**config.mk**
```make
export PLATFORM = sky130hd
export DESIGN_NAME = traffic_signal_fade_controller_core
export DESIGN_NICKNAME = d
export VERILOG_FILES = /design/src/hdl/tsfc_pkg.sv /design/src/hdl/tsfc_csr.sv /design/src/hdl/tsfc_divider.sv /design/src/hdl/tsfc_level_unit.sv /design/src/hdl/traffic_signal_fade_controller_core.sv
export SDC_FILE = /design/constraint.sdc
export NUM_CORES = 1
export LEC_CHECK = 0
export ABC_AREA = 1
export BUFFER_PORTS_ARGS = -buffer_cell sky130_fd_sc_hd__buf_2
export CAP_MARGIN = 20
export CORE_UTILIZATION = 45
export CTS_CLUSTER_SIZE = 25
export DETAILED_ROUTE_END_ITERATION = 12
export GPL_TIMING_DRIVEN = 0
export PLACE_DENSITY = 0.65
export SETUP_SLACK_MARGIN = 0.3
export SLEW_MARGIN = 20
export SYNTH_ARGS = -nofsm -noshare
export SYNTH_HDL_FRONTEND = slang
export SYNTH_SLANG_ARGS = --single-unit
```
**constraint.sdc**
```tcl
create_clock -name clock -period 9 [get_ports clock]
set_input_delay 2.25 -clock clock [delete_from_list [all_inputs] [get_ports clock]]
set_output_delay 2.25 -clock clock [all_outputs]
set_load 0.02 [all_outputs]
```
**src/hdl/tsfc_pkg.sv**
```systemverilog
`timescale 1ns / 1ps

package tsfc_pkg;

   localparam int PWM_FULL_SCALE_DEF = 48000;

   localparam int LEVEL_W   = 16;
   localparam int BYTE_W    = 8;
   localparam int FADE_W    = 10;
   localparam int TIME_W    = 16;
   localparam int ELAPSED_W = 17;
   localparam int BLINK_W   = 11;
   localparam int SCAN_W    = 8;
   localparam int TOUCH_W   = 16;
   localparam int COLOUR_W  = 24;
   localparam int PROD_W    = 24;

   localparam int CSR_ADDR_W = 5;
   localparam int CSR_DATA_W = 32;
   localparam int REQ_DATA_W = 16;
   localparam int RSP_DATA_W = 56;

   typedef enum logic [2:0] {
      PH_STOP  = 3'd0,
      PH_GO    = 3'd1,
      PH_WARN  = 3'd2,
      PH_CROSS = 3'd3,
      PH_FADE  = 3'd4
   } phase_type;

   typedef enum logic [2:0] {
      REG_STOP_TIME       = 3'd0,
      REG_GO_TIME         = 3'd1,
      REG_WARN_TIME       = 3'd2,
      REG_CROSSWALK_TIME  = 3'd3,
      REG_FADE_TIME       = 3'd4,
      REG_TOUCH_THRESHOLD = 3'd5,
      REG_SCAN_INTERVAL   = 3'd6
   } reg_idx_type;

   localparam logic [COLOUR_W-1:0] COL_STOP  = 24'h611E3C;
   localparam logic [COLOUR_W-1:0] COL_GO    = 24'h229622;
   localparam logic [COLOUR_W-1:0] COL_WARN  = 24'hFFB200;
   localparam logic [COLOUR_W-1:0] COL_CROSS = 24'h001030;
   localparam logic [COLOUR_W-1:0] COL_DARK  = 24'h000000;

   localparam logic [BLINK_W-1:0]   BLINK_OFF_MS    = 11'd250;
   localparam logic [BLINK_W-1:0]   BLINK_PERIOD_MS = 11'd1000;
   localparam logic [BLINK_W-1:0]   BLINK_MAX       = 11'd2047;
   localparam logic [ELAPSED_W-1:0] ELAPSED_MAX     = 17'd131071;
   localparam logic [SCAN_W:0]      SCAN_MAX        = 9'd255;

   localparam logic [TIME_W-1:0]  RST_STOP_TIME       = 16'd20000;
   localparam logic [TIME_W-1:0]  RST_GO_TIME         = 16'd20000;
   localparam logic [TIME_W-1:0]  RST_WARN_TIME       = 16'd5000;
   localparam logic [TIME_W-1:0]  RST_CROSSWALK_TIME  = 16'd10000;
   localparam logic [FADE_W-1:0]  RST_FADE_TIME       = 10'd1000;
   localparam logic [TOUCH_W-1:0] RST_TOUCH_THRESHOLD = 16'd1000;
   localparam logic [SCAN_W-1:0]  RST_SCAN_INTERVAL   = 8'd50;

   typedef struct packed {
      logic [TIME_W-1:0]  stop_time;
      logic [TIME_W-1:0]  go_time;
      logic [TIME_W-1:0]  warn_time;
      logic [TIME_W-1:0]  crosswalk_time;
      logic [FADE_W-1:0]  fade_time;
      logic [TOUCH_W-1:0] touch_threshold;
      logic [SCAN_W-1:0]  scan_interval;
   } cfg_type;

   // fade = 0: drive base_col as is
   typedef struct packed {
      logic                fade;
      logic [COLOUR_W-1:0] base_col;
      logic [COLOUR_W-1:0] end_col;
      logic [FADE_W-1:0]   fade_t;
      logic [FADE_W-1:0]   fade_len;
   } level_req_type;

   function automatic logic [BYTE_W-1:0] colour_byte(input logic [COLOUR_W-1:0] col,
                                                     input logic [1:0] ch);
      case (ch)
         2'd0: begin
            return col[23:16];
         end
         2'd1: begin
            return col[15:8];
         end
         default: begin
            return col[7:0];
         end
      endcase
   endfunction

endpackage

```
**src/hdl/tsfc_csr.sv**
```systemverilog
`timescale 1ns / 1ps

module tsfc_csr (
   input  logic                             clock,
   input  logic                             reset,
   input  logic                             psel,
   input  logic                             penable,
   input  logic                             pwrite,
   input  logic [tsfc_pkg::CSR_ADDR_W-1:0]  paddr,
   input  logic [tsfc_pkg::CSR_DATA_W-1:0]  pwdata,
   output logic [tsfc_pkg::CSR_DATA_W-1:0]  prdata,
   output logic                             pready,
   output tsfc_pkg::cfg_type                cfg
);
   import tsfc_pkg::*;

   cfg_type     cfg_ff;
   reg_idx_type idx;
   logic        wr_en;

   assign idx    = reg_idx_type'(paddr[4:2]);
   assign wr_en  = psel & penable & pwrite;
   assign pready = 1'b1;
   assign cfg    = cfg_ff;

   always_ff @(posedge clock) begin
      if (reset) begin
         cfg_ff.stop_time       <= RST_STOP_TIME;
         cfg_ff.go_time         <= RST_GO_TIME;
         cfg_ff.warn_time       <= RST_WARN_TIME;
         cfg_ff.crosswalk_time  <= RST_CROSSWALK_TIME;
         cfg_ff.fade_time       <= RST_FADE_TIME;
         cfg_ff.touch_threshold <= RST_TOUCH_THRESHOLD;
         cfg_ff.scan_interval   <= RST_SCAN_INTERVAL;
      end else if (wr_en) begin
         case (idx)
            REG_STOP_TIME: begin
               cfg_ff.stop_time <= pwdata[TIME_W-1:0];
            end
            REG_GO_TIME: begin
               cfg_ff.go_time <= pwdata[TIME_W-1:0];
            end
            REG_WARN_TIME: begin
               cfg_ff.warn_time <= pwdata[TIME_W-1:0];
            end
            REG_CROSSWALK_TIME: begin
               cfg_ff.crosswalk_time <= pwdata[TIME_W-1:0];
            end
            REG_FADE_TIME: begin
               cfg_ff.fade_time <= pwdata[FADE_W-1:0];
            end
            REG_TOUCH_THRESHOLD: begin
               cfg_ff.touch_threshold <= pwdata[TOUCH_W-1:0];
            end
            REG_SCAN_INTERVAL: begin
               cfg_ff.scan_interval <= pwdata[SCAN_W-1:0];
            end
            default: begin
            end
         endcase
      end
   end

   always_comb begin
      case (idx)
         REG_STOP_TIME: begin
            prdata = CSR_DATA_W'(cfg_ff.stop_time);
         end
         REG_GO_TIME: begin
            prdata = CSR_DATA_W'(cfg_ff.go_time);
         end
         REG_WARN_TIME: begin
            prdata = CSR_DATA_W'(cfg_ff.warn_time);
         end
         REG_CROSSWALK_TIME: begin
            prdata = CSR_DATA_W'(cfg_ff.crosswalk_time);
         end
         REG_FADE_TIME: begin
            prdata = CSR_DATA_W'(cfg_ff.fade_time);
         end
         REG_TOUCH_THRESHOLD: begin
            prdata = CSR_DATA_W'(cfg_ff.touch_threshold);
         end
         REG_SCAN_INTERVAL: begin
            prdata = CSR_DATA_W'(cfg_ff.scan_interval);
         end
         default: begin
            prdata = '0;
         end
      endcase
   end

endmodule

```
**src/hdl/tsfc_divider.sv**
```systemverilog
`timescale 1ns / 1ps

// restoring divider, one quotient bit per cycle; caller keeps
// dividend < divisor * 2**QW so the quotient fits in QW bits
module tsfc_divider #(
   parameter int QW = 8,
   parameter int DW = 10
) (
   input  logic             clock,
   input  logic             reset,
   input  logic             start,
   input  logic [QW+DW-1:0] dividend,
   input  logic [DW-1:0]    divisor,
   output logic             done,
   output logic [QW-1:0]    quotient
);
   localparam int CNT_W = $clog2(QW + 1);

   logic [DW-1:0]    rem_ff;
   logic [QW-1:0]    low_ff;
   logic [CNT_W-1:0] cnt_ff;
   logic             busy_ff;
   logic             done_ff;

   logic [DW:0] rem_sh;
   logic [DW:0] rem_sub;
   logic        ge;

   assign rem_sh   = {rem_ff, low_ff[QW-1]};
   assign rem_sub  = rem_sh - {1'b0, divisor};
   assign ge       = rem_sh >= {1'b0, divisor};
   assign done     = done_ff;
   assign quotient = low_ff;

   always_ff @(posedge clock) begin
      if (reset) begin
         busy_ff <= 1'b0;
         done_ff <= 1'b0;
         cnt_ff  <= '0;
         rem_ff  <= '0;
         low_ff  <= '0;
      end else begin
         done_ff <= 1'b0;
         if (start) begin
            rem_ff  <= dividend[QW+DW-1:QW];
            low_ff  <= dividend[QW-1:0];
            cnt_ff  <= CNT_W'(QW);
            busy_ff <= 1'b1;
         end else if (busy_ff) begin
            // quotient bits shift in where the dividend bits leave
            rem_ff <= ge ? rem_sub[DW-1:0] : rem_sh[DW-1:0];
            low_ff <= {low_ff[QW-2:0], ge};
            cnt_ff <= cnt_ff - 1'b1;
            if (cnt_ff == CNT_W'(1)) begin
               busy_ff <= 1'b0;
               done_ff <= 1'b1;
            end
         end
      end
   end

endmodule

```
**src/hdl/tsfc_level_unit.sv**
```systemverilog
`timescale 1ns / 1ps

// works the three color channels one after another through one multiplier
// and the divider; holds the PWM levels between updates
module tsfc_level_unit #(
   parameter int PWM_FULL_SCALE = tsfc_pkg::PWM_FULL_SCALE_DEF
) (
   input  logic                                clock,
   input  logic                                reset,
   input  logic                                start,
   input  tsfc_pkg::level_req_type             req,
   output logic                                done,
   output logic [2:0][tsfc_pkg::LEVEL_W-1:0]   levels
);
   import tsfc_pkg::*;

   localparam logic [LEVEL_W-1:0] SCALE = LEVEL_W'(PWM_FULL_SCALE);

   typedef enum logic [2:0] {
      LU_IDLE,
      LU_MUL,
      LU_DIV,
      LU_WAIT,
      LU_SCALE,
      LU_STORE
   } lu_state_type;

   lu_state_type             state_ff;
   level_req_type            req_ff;
   logic [1:0]               ch_ff;
   logic [BYTE_W-1:0]        byte_ff;
   logic [PROD_W-1:0]        prod_ff;
   logic                     done_ff;
   logic [2:0][LEVEL_W-1:0]  lvl_ff;

   logic [BYTE_W-1:0]  s_byte;
   logic [BYTE_W-1:0]  e_byte;
   logic               neg;
   logic [BYTE_W-1:0]  mag;
   logic [BYTE_W-1:0]  mul_a;
   logic [LEVEL_W-1:0] mul_b;
   logic [PROD_W-1:0]  mul_out;
   logic               div_start;
   logic               div_done;
   logic [BYTE_W-1:0]  div_q;

   assign s_byte = colour_byte(req_ff.base_col, ch_ff);
   assign e_byte = colour_byte(req_ff.end_col, ch_ff);
   assign neg    = e_byte < s_byte;
   assign mag    = neg ? (s_byte - e_byte) : (e_byte - s_byte);

   // the one multiplier: |diff| * t for a fade, then byte * full scale
   assign mul_a   = (state_ff == LU_MUL) ? mag : (req_ff.fade ? byte_ff : s_byte);
   assign mul_b   = (state_ff == LU_MUL) ? LEVEL_W'(req_ff.fade_t) : SCALE;
   assign mul_out = PROD_W'(mul_a) * PROD_W'(mul_b);

   assign div_start = (state_ff == LU_DIV);
   assign done      = done_ff;
   assign levels    = lvl_ff;

   tsfc_divider #(
      .QW (BYTE_W),
      .DW (FADE_W)
   ) u_div (
      .clock    (clock),
      .reset    (reset),
      .start    (div_start),
      .dividend (prod_ff[BYTE_W+FADE_W-1:0]),
      .divisor  (req_ff.fade_len),
      .done     (div_done),
      .quotient (div_q)
   );

   always_ff @(posedge clock) begin
      if (reset) begin
         state_ff <= LU_IDLE;
         req_ff   <= '0;
         ch_ff    <= '0;
         byte_ff  <= '0;
         prod_ff  <= '0;
         done_ff  <= 1'b0;
         lvl_ff   <= '0;
      end else begin
         done_ff <= 1'b0;
         case (state_ff)
            LU_IDLE: begin
               if (start) begin
                  req_ff   <= req;
                  ch_ff    <= '0;
                  state_ff <= req.fade ? LU_MUL : LU_SCALE;
               end
            end
            LU_MUL: begin
               prod_ff  <= mul_out;
               state_ff <= LU_DIV;
            end
            LU_DIV: begin
               state_ff <= LU_WAIT;
            end
            LU_WAIT: begin
               if (div_done) begin
                  // signed quotient truncates toward zero: apply sign to |q|
                  byte_ff  <= neg ? (s_byte - div_q) : (s_byte + div_q);
                  state_ff <= LU_SCALE;
               end
            end
            LU_SCALE: begin
               prod_ff  <= mul_out;
               state_ff <= LU_STORE;
            end
            LU_STORE: begin
               lvl_ff[ch_ff] <= prod_ff[PROD_W-1:BYTE_W];
               if (ch_ff == 2'd2) begin
                  done_ff  <= 1'b1;
                  state_ff <= LU_IDLE;
               end else begin
                  ch_ff    <= ch_ff + 2'd1;
                  state_ff <= req_ff.fade ? LU_MUL : LU_SCALE;
               end
            end
            default: begin
               state_ff <= LU_IDLE;
            end
         endcase
      end
   end

endmodule

```
**src/hdl/traffic_signal_fade_controller_core.sv**
```systemverilog
`timescale 1ns / 1ps

// Traffic light with fading color changes and a touch-requested crosswalk.
// req channel: one word per millisecond tick, tdata holds the touch reading.
// rsp channel: one word per tick with the held PWM compare levels for red,
// green and blue and the light phase after that tick.
// csr port: APB-style register file, seven registers at byte address 4*i.
// A tick that writes no level goes straight to the output register; when the
// crosswalk blink drives a color or while fading, the level unit runs the
// three channels in turn through one multiplier, and while fading also
// through an 8-step divider (one quotient bit per cycle).
// The block takes one word at a time; req_tready stays low from acceptance
// until the result has moved into the output register. That register lets
// the next tick be accepted while the previous result waits for rsp_tready;
// a stalled result holds its word and the block waits after computing.
// Reset puts the light in stop with all levels at zero, clears the timers
// and loads the register defaults; no result is pending after reset.
module traffic_signal_fade_controller_core #(
   parameter int PWM_FULL_SCALE = tsfc_pkg::PWM_FULL_SCALE_DEF
) (
   input  logic                            clock,
   input  logic                            reset,
   input  logic                            req_tvalid,
   output logic                            req_tready,
   input  logic [tsfc_pkg::REQ_DATA_W-1:0] req_tdata,   // [15:0] touch_value
   output logic                            rsp_tvalid,
   input  logic                            rsp_tready,
   // [15:0] red_level, [31:16] green_level, [47:32] blue_level,
   // [50:48] light_phase, [55:51] zero
   output logic [tsfc_pkg::RSP_DATA_W-1:0] rsp_tdata,
   input  logic                            csr_psel,
   input  logic                            csr_penable,
   input  logic                            csr_pwrite,
   input  logic [tsfc_pkg::CSR_ADDR_W-1:0] csr_paddr,
   input  logic [tsfc_pkg::CSR_DATA_W-1:0] csr_pwdata,
   output logic [tsfc_pkg::CSR_DATA_W-1:0] csr_prdata,
   output logic                            csr_pready
);
   import tsfc_pkg::*;

   typedef enum logic [1:0] {
      T_IDLE,
      T_CALC,
      T_PUSH
   } top_state_type;

   top_state_type          state_ff;
   phase_type              phase_ff;
   phase_type              paf_ff;
   logic [COLOUR_W-1:0]    start_ff;
   logic [COLOUR_W-1:0]    end_ff;
   logic [ELAPSED_W-1:0]   pe_ff;
   logic [BLINK_W-1:0]     blink_ff;
   logic [SCAN_W-1:0]      since_ff;
   logic                   lu_start_ff;
   level_req_type          lu_req_ff;
   logic                   rsp_tvalid_ff;
   logic [RSP_DATA_W-1:0]  rsp_tdata_ff;

   cfg_type                 cfg;
   logic                    lu_done;
   logic [2:0][LEVEL_W-1:0] levels;

   logic [TOUCH_W-1:0]   touch;
   logic [SCAN_W:0]      scan_count;
   logic [ELAPSED_W-1:0] pe_inc;
   logic [BLINK_W-1:0]   blink_inc;
   logic                 scan_due;
   logic                 touch_hit;
   phase_type            ph_scan;
   phase_type            paf_scan;
   logic [COLOUR_W-1:0]  end_scan;
   logic [ELAPSED_W-1:0] pe_scan;
   logic                 rsp_load;

   phase_type            phase_n;
   phase_type            paf_n;
   logic [COLOUR_W-1:0]  start_n;
   logic [COLOUR_W-1:0]  end_n;
   logic [ELAPSED_W-1:0] pe_n;
   logic [BLINK_W-1:0]   blink_n;
   logic [SCAN_W-1:0]    since_n;
   logic                 lu_go_n;
   level_req_type        lu_req_n;

   tsfc_csr u_csr (
      .clock   (clock),
      .reset   (reset),
      .psel    (csr_psel),
      .penable (csr_penable),
      .pwrite  (csr_pwrite),
      .paddr   (csr_paddr),
      .pwdata  (csr_pwdata),
      .prdata  (csr_prdata),
      .pready  (csr_pready),
      .cfg     (cfg)
   );

   tsfc_level_unit #(
      .PWM_FULL_SCALE (PWM_FULL_SCALE)
   ) u_level (
      .clock  (clock),
      .reset  (reset),
      .start  (lu_start_ff),
      .req    (lu_req_ff),
      .done   (lu_done),
      .levels (levels)
   );

   assign touch      = req_tdata[TOUCH_W-1:0];
   assign req_tready = (state_ff == T_IDLE);
   assign rsp_tvalid = rsp_tvalid_ff;
   assign rsp_tdata  = rsp_tdata_ff;

   // output word free or leaving this cycle
   assign rsp_load = (state_ff == T_PUSH) && (!rsp_tvalid_ff || rsp_tready);

   // phase update for one tick
   always_comb begin
      scan_count = {1'b0, since_ff} + 9'd1;
      pe_inc     = (pe_ff == ELAPSED_MAX) ? pe_ff : pe_ff + 1'b1;
      blink_inc  = (blink_ff == BLINK_MAX) ? blink_ff : blink_ff + 1'b1;
      scan_due   = (phase_ff != PH_CROSS) && (paf_ff != PH_CROSS) &&
                   (scan_count > {1'b0, cfg.scan_interval});
      touch_hit  = scan_due && (touch > cfg.touch_threshold);

      if (scan_due) begin
         since_n = '0;
      end else if (scan_count > SCAN_MAX) begin
         since_n = SCAN_MAX[SCAN_W-1:0];
      end else begin
         since_n = scan_count[SCAN_W-1:0];
      end

      ph_scan  = touch_hit ? PH_FADE : phase_ff;
      paf_scan = touch_hit ? PH_CROSS : paf_ff;
      end_scan = touch_hit ? COL_CROSS : end_ff;
      pe_scan  = touch_hit ? '0 : pe_inc;

      phase_n  = ph_scan;
      paf_n    = paf_scan;
      start_n  = start_ff;
      end_n    = end_scan;
      pe_n     = pe_scan;
      blink_n  = blink_inc;
      lu_go_n  = 1'b0;
      lu_req_n = '{fade: 1'b0, base_col: start_ff, end_col: end_scan,
                   fade_t: pe_scan[FADE_W-1:0], fade_len: cfg.fade_time};

      case (ph_scan)
         PH_STOP: begin
            start_n = COL_STOP;
            if (pe_scan >= {1'b0, cfg.stop_time}) begin
               phase_n = PH_FADE;
               end_n   = COL_GO;
               paf_n   = PH_GO;
               pe_n    = '0;
            end
         end
         PH_GO: begin
            start_n = COL_GO;
            if (pe_scan >= {1'b0, cfg.go_time}) begin
               phase_n = PH_FADE;
               end_n   = COL_WARN;
               paf_n   = PH_WARN;
               pe_n    = '0;
            end
         end
         PH_WARN: begin
            start_n = COL_WARN;
            if (pe_scan >= {1'b0, cfg.warn_time}) begin
               phase_n = PH_FADE;
               end_n   = COL_STOP;
               paf_n   = PH_STOP;
               pe_n    = '0;
            end
         end
         PH_CROSS: begin
            start_n = COL_CROSS;
            if (pe_scan <= {1'b0, cfg.crosswalk_time}) begin
               if (blink_inc <= BLINK_OFF_MS) begin
                  lu_go_n           = 1'b1;
                  lu_req_n.base_col = COL_DARK;
               end else if (blink_inc <= BLINK_PERIOD_MS) begin
                  lu_go_n           = 1'b1;
                  lu_req_n.base_col = COL_CROSS;
               end else begin
                  blink_n = '0;
               end
            end else begin
               phase_n = PH_FADE;
               end_n   = COL_GO;
               paf_n   = PH_GO;
               pe_n    = '0;
            end
         end
         PH_FADE: begin
            if ((pe_scan < ELAPSED_W'(cfg.fade_time)) && (cfg.fade_time != '0)) begin
               lu_go_n       = 1'b1;
               lu_req_n.fade = 1'b1;
            end else begin
               phase_n = (paf_scan > PH_FADE) ? PH_FADE : paf_scan;
               pe_n    = '0;
               if (phase_n == PH_CROSS) begin
                  blink_n = '0;
               end
            end
         end
         default: begin
            phase_n = PH_STOP;
         end
      endcase
   end

   always_ff @(posedge clock) begin
      if (reset) begin
         state_ff      <= T_IDLE;
         phase_ff      <= PH_STOP;
         paf_ff        <= PH_FADE;
         start_ff      <= COL_STOP;
         end_ff        <= COL_STOP;
         pe_ff         <= '0;
         blink_ff      <= '0;
         since_ff      <= '0;
         lu_start_ff   <= 1'b0;
         lu_req_ff     <= '0;
         rsp_tvalid_ff <= 1'b0;
         rsp_tdata_ff  <= '0;
      end else begin
         lu_start_ff <= (state_ff == T_IDLE) && req_tvalid && lu_go_n;
         if (rsp_load) begin
            rsp_tvalid_ff <= 1'b1;
            rsp_tdata_ff  <= {5'b0, phase_ff, levels[2], levels[1], levels[0]};
         end else if (rsp_tready) begin
            rsp_tvalid_ff <= 1'b0;
         end
         case (state_ff)
            T_IDLE: begin
               if (req_tvalid) begin
                  phase_ff  <= phase_n;
                  paf_ff    <= paf_n;
                  start_ff  <= start_n;
                  end_ff    <= end_n;
                  pe_ff     <= pe_n;
                  blink_ff  <= blink_n;
                  since_ff  <= since_n;
                  lu_req_ff <= lu_req_n;
                  if (lu_go_n) begin
                     state_ff <= T_CALC;
                  end else begin
                     state_ff <= T_PUSH;
                  end
               end
            end
            T_CALC: begin
               if (lu_done) begin
                  state_ff <= T_PUSH;
               end
            end
            T_PUSH: begin
               if (rsp_load) begin
                  state_ff <= T_IDLE;
               end
            end
            default: begin
               state_ff <= T_IDLE;
            end
         endcase
      end
   end

endmodule

```
==> flow_summary.yaml <==
outcome:
  status: "finished, final reports clean"
clocking:
  worstSkewPairLatency_ps: 620
  path_clk_slew_ps: 60
  clock-root-buffer: "clkbuf_16"
  htree_num_levels: 2
  cts_buffers: 50
  clock_sinks: 448
  tritoncts: "yes"
  cts_buffer_depth: 3
yosys:
  synth_area_leaders: "dfxtp_1 34%, ha_1 9.1%, a21oi_1 8.8%"
  netlist.area_leader.share: 0.340
  synth_ff_type: "dfxtp_1"
  syn_inst: 3611
  avgSynthCellArea_um2: 7.31
  synth-seq-cells: 448
  synthDistinctLibCells: 68
  ys_async_sr_fraction: 0
  synth_edf_count: 0
  netlist_area_um2: 26400
  synth_top_area_cell: "dfxtp_1"
  ys_warn_count: 0
  ys_seq_area_frac: 0.340
floorplan:
  start_util: 0.457
  rows: 88
  core_area_um2: 57800
  fp.dieW_um: 244
  dieArea_um2: 59600
  boundaryPins: 151
  fp.dieH_um: 244
cells_and_area:
  final_cell_count_no_fill: 4600
  seq_area_um2: 8970
  fill_cells: 5782
  drive_gt1_frac: 0.0790
  nets: 4118
  areaGrowthSynthToFinish_pct: 12.8
  multi_input_area_um2: 14600
sta:
  fmax_ghz: 0.122
  rsz0062_at_grt: "no"
  setup_slack_ps: 786
  max_slew_margin: 0.215
  fin_crit_ps: 8210
  tightestPinTransition_ps: 1180
  skew_ps: 38.4
  setup_violations: 0
  fin_crit_sh: 0.913
  hold_viol_final: 0
  slew_viol_final: 0
  setup_tns_ps: 0
power_and_ir_drop:
  p_per_area_nw_per_um2: 153
  p_leak_nw: 13.7
  ir_worst_vdd_v: 0.000159
setup_path:
  cp.arrival_ps: 8710
  critPathSlowestCell: "fa_1"
  crit_fanout: 10
  critical_path.endpoint_type: "flip-flop"
  critPathLaunchType: "flip-flop"
  critPathKind: "reg2reg"
  slowest_delay_ps: 550
  required_ps: 9500
  cpMostUsedCell: "inv_1"
  rrSetupSlack_ps: 790
drt:
  vias_per_cell: 5.38
  antenna_left: 0
  drc: 0
  num_vias: 24755
  routed_wirelength_um: 85100
  firstDrtPassIters: 6
  wire_per_inst_um: 18.5
  drt_iter0_drc: 2131
global_route:
  grt_overflow: 0
  grt_max_degree: 15
  antenna_found_initial: 0
  grt_pass1_wl_um: 133000
  grt_pass1_vias: 23448
  grt_use_total: 0.283
place:
  gp_congestion: 0.993
  place_hpwl_um: 66600
  io_buffers: 109
  place_inst: 4505
  pre_cts_ws_ps: 715
run:
  max_cap_viol_count: 0
worst_hold_path:
  hp-class: "reg2reg"
-- placed cells by master (no fill, tap or decap), types with 23 or more instances in the layout --
cell,instances
o21ai_0,350
fa_1,73
dfxtp_1,448
nand4_1,23
nand3_1,130
buf_4,26
buf_2,111
xor2_1,44
nor2_1,240
clkbuf_16,51
a21oi_1,466
clkbuf_1,140
o211ai_1,44
nand2_1,612
inv_1,548
nor3_1,35
ha_1,191
-- per-layer routing --
metal | share of wire | global-route usage | up-vias
met4 | 0.036 | 0.0991 | 0
met1 | 0.45 | 0.382 | 11580
met5 | 0 | 0 | -
li1 | - | - | 12203
met3 | 0.064 | 0.0372 | 152
met2 | 0.45 | 0.464 | 820
-- where the power goes --
group	internal [W]	switching, W	leakage (nW)	total (W)
clock	0.00128	0.000882	0.860	0.00216
sequential	0.00203	0.0000285	3.63	0.00206
combinational	0.0000957	0.000240	9.16	0.000336
total	0.00341	0.00115	13.7	0.00456
-- cell type report --
class,instances,area share
Tap cell,765,0.0322
Inverter,564,0.0712
Timing Repair Buffer,111,0.0192
Antenna cell,1,0.0000841
Buffer,173,0.0261
Clock inverter,18,0.00862
Clock buffer,74,0.0505
Multi-Input combinational cell,2446,0.491
Sequential cell,448,0.301
-- stage by stage --
step           power, W  utilization  hold WS, ps  instance area, µm²
3_3_place_gp    0.00243        0.484          434               28000
6_report        0.00456        0.515          449               29800
3_5_place_dp    0.00243        0.484          433               28000
2_1_floorplan   0.00230            -          421               26500
5_1_grt         0.00470        0.515          461               29800
4_1_cts         0.00457        0.514          444               29700
-- what timing repair did --
item	4_1_cts	5_1_grt
setup endpoints to repair	0	5
buffers inserted	0	2
hold buffers	0	0
gates resized for setup	0	4
-- logic make-up after synthesis --
logic type	synth area share
fa+ha+maj	0.146
buf+inv	0.110
mux	0.000948
simple gates	0.175
flops	0.340
other cells	0.000285
xor+xnor	0.0186
compound gates	0.209
-- cell usage after synthesis (3+ instances only) --
cell,instances
o211ai_1,44
o21a_1,7
o21ai_2,4
nand3_1,130
o31ai_1,4
buf_4,25
o21bai_1,14
buf_1,11
nand3_2,8
dfxtp_1,448
buf_6,4
nand2_1,613
a21o_1,4
nor2_4,4
a31oi_1,17
a21oi_1,466
xnor2_1,12
or2_2,7
a21oi_2,4
nor2_1,240
o22ai_1,20
fa_1,73
nor4_1,5
nand4_1,23
nand2_2,11
nor3_1,35
inv_2,11
o21ai_0,352
clkbuf_1,131
o21ai_1,6
a211oi_1,6
a21boi_0,3
o2111ai_1,3
inv_1,548
clkinv_1,4
xor2_1,44
a221oi_1,9
nor2_2,13
o221ai_1,20
ha_1,191
-- worst max-delay path, delay by kind of cell, from the launching register on --
kind,cells,cell delay (ps)
flip-flops,1,360
buffers and inverters,9,940
AND/OR/NAND/NOR,7,830
adder cells (fa/ha/maj),7,3040
AO/OA/AOI/OAI,14,2910
-- state kept, by name (all words and copies together) (netlist names), 8 cells and up --
name and cells:
blink_ff 11, end_ff 24, lu_req_ff 55, pe_ff 17, rsp_tdata 51, since_ff 8
start_ff 9, u_csr.cfg 98, u_level.byte_ff 8, u_level.levels 48, u_level.prod_ff 24, u_level.req_ff 55
u_level.u_div.quotient 8, u_level.u_div.rem_ff 10
-- worst paths after layout --
path | from | end | depth (start not counted)
max | u_level.ch_ff[0]$_SDFFE_PP0P_ | u_level.prod_ff[18]$_SDFFE_PP0P_ | 37
min | start_ff[4]$_SDFFE_PP1P_ | start_ff[4]$_SDFFE_PP1P_ | 2
max reg2reg | u_level.ch_ff[0]$_SDFFE_PP0P_ | u_level.prod_ff[18]$_SDFFE_PP0P_ | 37
min reg2reg | start_ff[4]$_SDFFE_PP1P_ | start_ff[4]$_SDFFE_PP1P_ | 2
Note: power is estimated with default switching activity, not from simulation.
